--- config.mk ---
export PLATFORM = sky130hd
export DESIGN_NAME = spi_touch_adc_slave
export DESIGN_NICKNAME = d
export VERILOG_FILES = /design/src/rtl/stac_pkg.sv /design/src/rtl/stac_regs.sv /design/src/rtl/stac_core.sv /design/src/rtl/spi_touch_adc_slave.sv
export SDC_FILE = /design/constraint.sdc
export NUM_CORES = 1
export LEC_CHECK = 0
export BUFFER_PORTS_ARGS = -buffer_cell sky130_fd_sc_hd__buf_2
export CORE_ASPECT_RATIO = 1.1
export CORE_UTILIZATION = 30
export DETAILED_ROUTE_END_ITERATION = 10
export PLACE_DENSITY_LB_ADDON = 0.1
export SYNTH_ARGS = -nofsm -noshare
export SYNTH_HDL_FRONTEND = slang
export SYNTH_HIERARCHICAL = 1
export SYNTH_SLANG_ARGS = --single-unit
--- constraint.sdc ---
create_clock -name clk -period 3.3 [get_ports clk]
set_input_delay 0.495 -clock clk [delete_from_list [all_inputs] [get_ports clk]]
set_output_delay 0.495 -clock clk [all_outputs]
set_load 0.05 [all_outputs]
--- src/rtl/stac_pkg.sv ---
`timescale 1ns / 1ps
// ----------------------------------------------------------------------------
// stac_pkg
// Shared types, constants and helpers of the touch-screen ADC serial slave.
// ----------------------------------------------------------------------------
package stac_pkg;

    localparam int NUM_CHANNELS = 8;
    localparam int SAMPLE_BITS  = 12;

    localparam int NUM_REGS     = 8;
    localparam int REG_IDX_W    = 3;
    localparam int READING_W    = 12;
    localparam int CH_W         = 3;
    localparam int CH_IDX_W     = $clog2(NUM_CHANNELS);
    localparam int CMD_W        = 8;
    localparam int CMD_CNT_W    = 4;
    localparam int BR_W         = $clog2(SAMPLE_BITS + 1);
    localparam int SHORT_BITS   = 8;
    localparam int COPY_W       = (READING_W < SAMPLE_BITS) ? READING_W : SAMPLE_BITS;

    localparam int CMD_CH_LSB   = 4;
    localparam int CMD_MODE_BIT = 3;

    typedef enum logic [1:0] {
        PH_IDLE   = 2'd0,
        PH_CMD    = 2'd1,
        PH_RESULT = 2'd2
    } phase_t;

    typedef struct packed {
        logic [CH_W-1:0] last_channel;
        logic            dout_bit;
        logic            dout_driven;
    } result_t;

    // Fits a stored reading to the sample width: low bits kept, high bits zero.
    function automatic logic [SAMPLE_BITS-1:0] fit_sample(input logic [READING_W-1:0] rd);
        logic [SAMPLE_BITS-1:0] v;
        v = '0;
        for (int i = 0; i < COPY_W; i++)
        begin
            v[i] = rd[i];
        end
        return v;
    endfunction

endpackage

--- src/rtl/stac_regs.sv ---
`timescale 1ns / 1ps
// ----------------------------------------------------------------------------
// stac_regs
// Per-channel reading registers with a write port and one read port.
// ----------------------------------------------------------------------------
module stac_regs
    import stac_pkg::*;
(
    input  logic                 clk,
    input  logic                 rst_n,
    input  logic                 wr_en,
    input  logic [REG_IDX_W-1:0] wr_index,
    input  logic [READING_W-1:0] wr_data,
    input  logic [CH_W-1:0]      rd_channel,
    output logic [READING_W-1:0] rd_data
);

    logic [READING_W-1:0] reading_reg [NUM_CHANNELS];

    always_ff @(posedge clk or negedge rst_n)
    begin
        if (!rst_n)
        begin
            for (int i = 0; i < NUM_CHANNELS; i++)
            begin
                reading_reg[i] <= '0;
            end
        end
        else if (wr_en && (int'(wr_index) < NUM_CHANNELS))
        begin
            reading_reg[wr_index[CH_IDX_W-1:0]] <= wr_data;
        end
    end

    // A channel with no register reads as zero.
    always_comb
    begin
        if (int'(rd_channel) < NUM_CHANNELS)
        begin
            rd_data = reading_reg[rd_channel[CH_IDX_W-1:0]];
        end
        else
        begin
            rd_data = '0;
        end
    end

endmodule

--- src/rtl/stac_core.sv ---
`timescale 1ns / 1ps
// ----------------------------------------------------------------------------
// stac_core
// Pin-sample protocol engine: select and clock edge handling, command capture
// and result shift-out, one sample per transfer.
// ----------------------------------------------------------------------------
module stac_core
    import stac_pkg::*;
(
    input  logic                 clk,
    input  logic                 rst_n,
    input  logic                 step,
    input  logic                 cs_level,
    input  logic                 clk_level,
    input  logic                 din_level,
    output logic [CH_W-1:0]      rd_channel,
    input  logic [READING_W-1:0] rd_data,
    output result_t              result
);

    logic                   prev_select_reg, prev_select_next;
    logic                   prev_clock_reg,  prev_clock_next;
    phase_t                 phase_reg,       phase_next;
    logic [CMD_CNT_W-1:0]   cmd_cnt_reg,     cmd_cnt_next;
    logic [CMD_W-1:0]       cmd_shift_reg,   cmd_shift_next;
    logic [CH_W-1:0]        sel_ch_reg,      sel_ch_next;
    logic [BR_W-1:0]        bits_rem_reg,    bits_rem_next;
    logic [SAMPLE_BITS-1:0] res_shift_reg,   res_shift_next;
    logic                   out_level_reg,   out_level_next;

    logic                   rising;
    logic                   falling;
    logic [CMD_W-1:0]       cmd_base;
    logic [CMD_W-1:0]       cmd_new;
    logic [SAMPLE_BITS-1:0] sample_full;
    logic [SAMPLE_BITS-1:0] sample_sel;
    logic [BR_W-1:0]        bits_sel;
    logic [SAMPLE_BITS-1:0] sel_tap;
    logic [BR_W-1:0]        bits_dec;
    logic [SAMPLE_BITS-1:0] run_tap;

    assign rising  = clk_level & ~prev_clock_reg;
    assign falling = ~clk_level & prev_clock_reg;

    // A falling select clears the command byte before the new bit is shifted in.
    assign cmd_base = (!cs_level && prev_select_reg) ? '0 : cmd_shift_reg;

    // The completed command byte picks the channel straight away.
    assign cmd_new    = {cmd_base[CMD_W-2:0], din_level};
    assign rd_channel = cmd_new[CMD_CH_LSB +: CH_W];

    always_comb
    begin
        sample_full = fit_sample(rd_data);
        if (cmd_new[CMD_MODE_BIT])
        begin
            sample_sel = sample_full >> (SAMPLE_BITS - SHORT_BITS);
            bits_sel   = BR_W'(SHORT_BITS);
        end
        else
        begin
            sample_sel = sample_full;
            bits_sel   = BR_W'(SAMPLE_BITS);
        end
        sel_tap  = sample_sel >> (bits_sel - BR_W'(1));
        bits_dec = bits_rem_reg - BR_W'(1);
        run_tap  = res_shift_reg >> (bits_dec - BR_W'(1));
    end

    always_comb
    begin
        prev_select_next = cs_level;
        prev_clock_next  = clk_level;
        phase_next       = phase_reg;
        cmd_cnt_next     = cmd_cnt_reg;
        cmd_shift_next   = cmd_shift_reg;
        sel_ch_next      = sel_ch_reg;
        bits_rem_next    = bits_rem_reg;
        res_shift_next   = res_shift_reg;
        out_level_next   = out_level_reg;

        if (!cs_level && prev_select_reg)
        begin
            phase_next     = PH_CMD;
            cmd_cnt_next   = '0;
            cmd_shift_next = '0;
        end
        if (cs_level && !prev_select_reg)
        begin
            phase_next = PH_IDLE;
        end

        if (!cs_level)
        begin
            if (rising && (phase_next == PH_CMD))
            begin
                cmd_cnt_next   = cmd_cnt_next + CMD_CNT_W'(1);
                cmd_shift_next = cmd_new;
                if (cmd_cnt_next >= CMD_CNT_W'(CMD_W))
                begin
                    sel_ch_next    = rd_channel;
                    bits_rem_next  = bits_sel;
                    res_shift_next = sample_sel;
                    out_level_next = sel_tap[0];
                    phase_next     = PH_RESULT;
                end
            end
            else if (falling && (phase_next == PH_RESULT))
            begin
                // Once the reading is used up the count stays at zero and the
                // output bit holds.
                if (bits_rem_reg != '0)
                begin
                    bits_rem_next = bits_dec;
                    if (bits_dec != '0)
                    begin
                        out_level_next = run_tap[0];
                    end
                end
            end
        end
    end

    always_ff @(posedge clk or negedge rst_n)
    begin
        if (!rst_n)
        begin
            prev_select_reg <= 1'b1;
            prev_clock_reg  <= 1'b0;
            phase_reg       <= PH_IDLE;
            cmd_cnt_reg     <= '0;
            cmd_shift_reg   <= '0;
            sel_ch_reg      <= '0;
            bits_rem_reg    <= '0;
            res_shift_reg   <= '0;
            out_level_reg   <= 1'b0;
        end
        else if (step)
        begin
            prev_select_reg <= prev_select_next;
            prev_clock_reg  <= prev_clock_next;
            phase_reg       <= phase_next;
            cmd_cnt_reg     <= cmd_cnt_next;
            cmd_shift_reg   <= cmd_shift_next;
            sel_ch_reg      <= sel_ch_next;
            bits_rem_reg    <= bits_rem_next;
            res_shift_reg   <= res_shift_next;
            out_level_reg   <= out_level_next;
        end
    end

    always_comb
    begin
        result.dout_driven  = (phase_next == PH_RESULT);
        result.dout_bit     = (phase_next == PH_RESULT) & out_level_next;
        result.last_channel = sel_ch_next;
    end

endmodule

--- src/rtl/spi_touch_adc_slave.sv ---
`timescale 1ns / 1ps
// ----------------------------------------------------------------------------
// spi_touch_adc_slave
// Serial slave of a touch-screen ADC, driven by a stream of pin samples.
// ----------------------------------------------------------------------------
// Timing: a result appears on the master side in the cycle after its sample
// transfer. Throughput: one sample per cycle while no result stalls; the protocol
// state and the output register are both updated in the same cycle as the transfer.
// Reset: asynchronous, active low; clears the protocol state, the output
// register's valid flag and all channel readings to zero.
// ----------------------------------------------------------------------------
module spi_touch_adc_slave
    import stac_pkg::*;
(
    input  logic                 clk,
    input  logic                 rst_n,
    input  logic                 s_tvalid,
    output logic                 s_tready,
    input  logic [7:0]           s_tdata,   // cs_level, clk_level, din_level, zero fill
    output logic                 m_tvalid,
    input  logic                 m_tready,
    output logic [7:0]           m_tdata,   // dout_driven, dout_bit, last_channel[2:0], zero fill
    input  logic                 cfg_valid,
    output logic                 cfg_ready,
    input  logic [REG_IDX_W-1:0] cfg_index,
    input  logic [READING_W-1:0] cfg_data
);

    logic                 accept;
    logic [CH_W-1:0]      rd_channel;
    logic [READING_W-1:0] rd_data;
    result_t              result;
    result_t              out_reg;
    logic                 m_valid_reg;

    assign cfg_ready = 1'b1;
    assign s_tready  = ~m_valid_reg | m_tready;
    assign accept    = s_tvalid & s_tready;

    stac_regs u_regs (
        .clk        (clk),
        .rst_n      (rst_n),
        .wr_en      (cfg_valid & cfg_ready),
        .wr_index   (cfg_index),
        .wr_data    (cfg_data),
        .rd_channel (rd_channel),
        .rd_data    (rd_data)
    );

    stac_core u_core (
        .clk        (clk),
        .rst_n      (rst_n),
        .step       (accept),
        .cs_level   (s_tdata[0]),
        .clk_level  (s_tdata[1]),
        .din_level  (s_tdata[2]),
        .rd_channel (rd_channel),
        .rd_data    (rd_data),
        .result     (result)
    );

    always_ff @(posedge clk or negedge rst_n)
    begin
        if (!rst_n)
        begin
            m_valid_reg <= 1'b0;
        end
        else if (accept)
        begin
            m_valid_reg <= 1'b1;
        end
        else if (m_tready)
        begin
            m_valid_reg <= 1'b0;
        end
    end

    always_ff @(posedge clk)
    begin
        if (accept)
        begin
            out_reg <= result;
        end
    end

    assign m_tvalid = m_valid_reg;
    assign m_tdata  = {3'b000, out_reg};

    // Every sample transfer leaves a result waiting.
    a_result_follows: assert property (@(posedge clk) disable iff (!rst_n)
        (s_tvalid && s_tready) |=> m_tvalid)
        else $error("sample transfer produced no result");

    // A held result is never overwritten by a new sample.
    a_no_overwrite: assert property (@(posedge clk) disable iff (!rst_n)
        (m_tvalid && !m_tready) |-> !s_tready)
        else $error("sample accepted while result stalled");

    // The data-out bit is only set while the result phase drives it.
    a_bit_driven: assert property (@(posedge clk) disable iff (!rst_n)
        (m_tvalid && m_tdata[1]) |-> m_tdata[0])
        else $error("data-out bit set while not driven");

endmodule

# [After elaboration in Yosys (flattened, before gate mapping)]
# Cells that the tools add are included.
[word_totals] reg_bits=138 out_inout_bits=11
[op_classes] addsub=4 order_cmp=4 n_eq_ne=4 n_shift=2 mux=34 bitwise=11 n_reduce_logical=14
[ops] operator="$bwmux W96" count=1
[ops] operator="$mux W12" count=4
[ops] operator="$bmux W12 S3" count=1
[ops] operator="$demux W12 S3" count=1
[ops] operator="$mux W4" count=7
[ops] operator="$mux W8" count=3
[ops] operator="$shr A12 B4 Y1" count=2
[ops] operator="$ge A4 B4 Y1 const B" count=3
[ops] operator="$mux W3" count=4
[ops] operator="$sub A4 B1 Y4 const B" count=3
[ops] operator="$mux W2" count=5
[ops] operator="$mux W1" count=8
[ops] operator="$not A3 Y4" count=2
[ops] operator="$reduce_bool A4 Y1" count=2
[ops] operator="$reduce_bool A2 Y1" count=3
[ops] operator="$logic_and A1 B1 Y1" count=5
[ops] operator="$reduce_and A5 Y1" count=1
[ops] operator="$add A4 B1 Y4 const B" count=1
[ops] operator="$and A1 B1 Y1" count=4
[ops] operator="$eq A2 B2 Y1 const B" count=2
[ops] operator="$lt A4 B1 Y1 const B" count=1
[ops] operator="$not A1 Y1" count=4
[ops] operator="$reduce_and A4 Y1" count=1
[ops] operator="$eq A2 B1 Y1 const B" count=1
[ops] operator="3 further kinds" count=4

# [Logic depth before layout (Yosys ltp)]
[depth] ltp_word=13 mapped_depth=10

# [Hierarchy]
# Netlist, hierarchy kept.
[by_module_without_submodules] module="stac_regs" n_inst=1 cells_per_inst=251 area_per_inst_um2=4414.2 seq_area_each_um2=2402.3
[by_module_without_submodules] module="stac_core" n_inst=1 cells_per_inst=198 area_per_inst_um2=2023.2 seq_area_each_um2=852.1
[by_module_without_submodules] module="spi_touch_adc_slave" n_inst=1 cells_per_inst=15 area_per_inst_um2=241.5 seq_area_each_um2=175.2

# [Worst setup path before layout]
# No wires, ideal clock.
[synth_timing] path_type="in2reg" start="input port s_tdata[0]" end="register out_reg (netlist bit m_tdata[1]) (data pin)" setup_time_ns=0.263 arrival_time_ns=2.576 required_time_ns=3.037 slack_ns=0.461 cell_stages=10 path_buffers=4 cell_sequence="buf_2 nand2b_1 clkbuf_1 and2_1 buf_6 buf_6 mux4_2 mux2_2 o221ai_1 nor3_1"
[synth_lines] item="from (decl)" line_no="spi_touch_adc_slave.sv:19" text="input logic [7:0] s_tdata,"
[synth_lines] item="to (signal assigned)" line_no="spi_touch_adc_slave.sv:82" text="out_reg <= result;"
[synth_lines] item="to (decl)" line_no="spi_touch_adc_slave.sv:33" text="result_t out_reg;"

==> qor.csv <==
stage,metric,value,unit
clock_tree,Longest Clk Path Bufs,2,
pwr,PD cells,605.9,nW/um^2
setup_path,crit path launch type,flop,
sta,unrepaired setup endpoints after global routing,false,
setup_path,WP depth,7,
pwr,Leak Pwr,3.311,nW
synth,Async SR Flop Fraction,96.32,%
setup_path,Worst Setup SP,u_core/bits_rem_reg[0],
setup_path,crit end category,flop,
global_route,first-pass GRT wire length,23670,um
floorplan,Top-Level Pins,39,
setup_path,critical path class,flop to flop,
cells_and_area,max FFs per register,96,
cells_and_area,P&R area growth vs syn,16.24,%
clock_tree,H-Tree Depth,4,
sta,"Slew Viols, Final",0,
setup_path,worst reg2reg path depth,7,
pwr,maximum vdd drop,0.3241,mV
sta,clock skew,0.01376,ns
outcome,status,"complete, no violations",
sta,Hold WS,0.09998,ns
synth,Mapped Area,6679,sq um
place,number of port buffers,29,
sta,Slew @ Worst Pin,0.7198,ns
synth,Ys Warns,6,
setup_path,worst setup path endpoint,m_tdata[1],
cells_and_area,Seq. cell area,3430,sq um
sta,worst rel slew slack,51.90,%
global_route,GR Util All Layers,14.25,%
global_route,total grt overflow,0,
clock_tree,Worst-Skew Late Latency,0.42,ns
synth,Yosys cell types,58,
sta,TNS Setup,0,ns
sta,Hold Fails Final Rpt,0,
detailed_routing,Final ANT Viol Nets,0,
flow_run,Max-Cap Viols,0,
floorplan,die area,22860,sq um
sta,Max Fclk,0.3771,GHz
sta,clock period minus worst slack,2.652,ns
setup_path,reg-to-reg startpoint,u_core/bits_rem_reg[0],
setup_path,reg2reg end,m_tdata[1],
detailed_routing,initial drt markers,178,
synth,"EDFF count, synth",5,
synth,Cells after Synth,464,
setup_path,Critical path buffers and inverters,1,
clock_tree,Post-CTS Setup Inserts,0,
detailed_routing,Pre-antenna DRT Iters,5,
detailed_routing,Post-Route WL,14580,um
sta,part of the cycle the worst path needs,80.36,%
clock_tree,cts hold-fix bufs,0,
clock_tree,Root Buffer,clkbuf_16,
setup_path,Crit Path Max Fanout,10,
detailed_routing,DRC Markers,0,
synth,"Seq/Total Area, Yosys",51.35,%
clock_tree,clk sinks,136,
global_route,largest net degree at the start of global routing,58,
cells_and_area,"commonest non-fill, non-tap cell in the layout",dfrtp_1,
global_route,initial antenna violation count,0,
min_path,Worst Hold Class,input pin to async pin,
setup_path,slowest cell delay on critical path,0.54,ns
synth,Synth Flop Type,dfrtp_1,
floorplan,Die H,158.5,um
cells_and_area,Fillers,2157,
synth,register bit total from synthesis,136,
detailed_routing,average wire per standard cell,18.23,um
cells_and_area,layout cell share with drive strength beyond 1,39.41,%
setup_path,Worst EP arrival,2.81,ns
place,placed wire-length estimate,9719,um
sta,# setup viols final,0,
floorplan,# rows,56,
cells_and_area,Multi-input gate area,3067,sq um
setup_path,CP max-delay cell,dfrtp_1,
setup_path,cell family with the largest share of critical-path delay,simple AND/OR/NAND/NOR gates,
cells_and_area,final instance area,7764,sq um
place,gpl congestion,0.7631,
floorplan,Core Box Area,21580,sq um
setup_path,r2r setup slk,0.65,ns
setup_path,CP Cell Sequence,"inv_1, ha_1, and4_4, or4_4, and4_4, nor4_1, nor3_1",
setup_path,CP most frequent cell,and4_4,
clock_tree,cts bufs inserted,17,
cells_and_area,most frequent cells in the layout,"dfrtp_1, mux2_2, buf_2, nand2_1, mux4_1",
cells_and_area,Final #Nets,528,
setup_path,Worst EP required,3.46,ns
synth,syn avg cell area,14.39,sq um
global_route,vias in the first global route,4130,
detailed_routing,via/cell ratio,4.905,
clock_tree,"Clk pin slew, worst setup/hold paths",0.06,ns
place,dpl cell area,7161,sq um
clock_tree,CTS resizes,0,
clock_tree,CTS tree,done,
detailed_routing,vias,3924,
floorplan,Die W,144.3,um
cells_and_area,antenna cells,0,
floorplan,initial core utilization,30.95,%
==> metal layers <==
layer | global-route usage, % | vias up | wire length [um]
met2 | 23.88 | 52 | 7379
met3 | 3.068 | 13 | 368
li1 | - | 1841 | -
met1 | 18.03 | 2018 | 6636
met5 | 0 | - | 0
met4 | 5.163 | 0 | 199
==> area by class of cell <==
cell class / instances / share of cell area [%]
Sequential cell: 136 / 44.17
Multi-Input combinational cell: 294 / 39.50
Clock buffer: 19 / 5.576
Tap cell: 290 / 4.674
Timing Repair Buffer: 41 / 3.546
Clock inverter: 13 / 2.192
Inverter: 7 / 0.3384
==> metrics by stage <==
step | util [%] | total power, mW | std cells | worst slack [ns]
6_report | 35.98 | 4.704 | 800 | 0.6481
5_1_grt | 35.98 | 4.963 | 800 | 0.4945
4_1_cts | 35.98 | 4.796 | 800 | 0.6382
3_5_place_dp | 33.18 | 2.822 | 768 | 0.4652
3_3_place_gp | 33.18 | 2.777 | 768 | 0.4624
2_1_floorplan | - | 2.606 | 466 | 0.4611
==> power breakdown <==
group,internal [mW],switching [mW]
Clock,1.20,0.732
Sequential,1.96,0.141
Combinational,0.385,0.285
Total,3.55,1.16
==> synthesized netlist by cell type, drive strengths merged (6+ instances only) <==
cell / instances / share of area, %
mux2i: 12 / 1.8
mux2: 116 / 20
clkbuf: 6 / 0.34
and2: 6 / 0.60
o21ai: 22 / 1.6
buf: 23 / 2.2
inv: 7 / 0.39
dfrtp: 130 / 49
nand2: 28 / 1.6
nand2b: 8 / 0.86
mux4: 27 / 10
==> worst reg2reg max path: cells and delay by family (launching register included) <==
family        cells  cell delay [ns]
flops             1             0.54
fa+ha+maj         1             0.39
buf+inv           1             0.14
simple gates      5             1.33
==> logic make-up (layout without fill, tap and decap cells) <==
kind of cell,Yosys count,after routing,synth area share [%]
adders and majority gates,4,4,0.7119
and+or+nand+nor,78,78,7.100
buffers and inverters,36,80,2.978
DFF,136,136,51.35
muxes,155,155,31.81
other,2,4,0.1124
xor gates and xnor gates,4,4,0.7307
AOI/OAI and AO/OA,49,49,5.208
==> worst min path at each step <==
| stage | cells after the start | start | slack, ns | to |
|---|---|---|---|---|
| after floorplan | 0 | rst_n | 0.20 | m_tvalid |
| after global placement | 2 | u_core/res_shift_reg[1] | 0.46 | u_core/res_shift_reg[1] |
| after detailed placement | 2 | u_core/res_shift_reg[5] | 0.47 | u_core/res_shift_reg[5] |
| after CTS | 1 | rst_n | 0.12 | u_core/cmd_cnt_reg[1] |
| after global routing | 1 | rst_n | 0.15 | u_core/cmd_shift_reg[0] |
| final | 1 | rst_n | 0.1 | u_core/cmd_shift_reg[0] |
No activity file was read; power rests on OpenSTA's default activity.
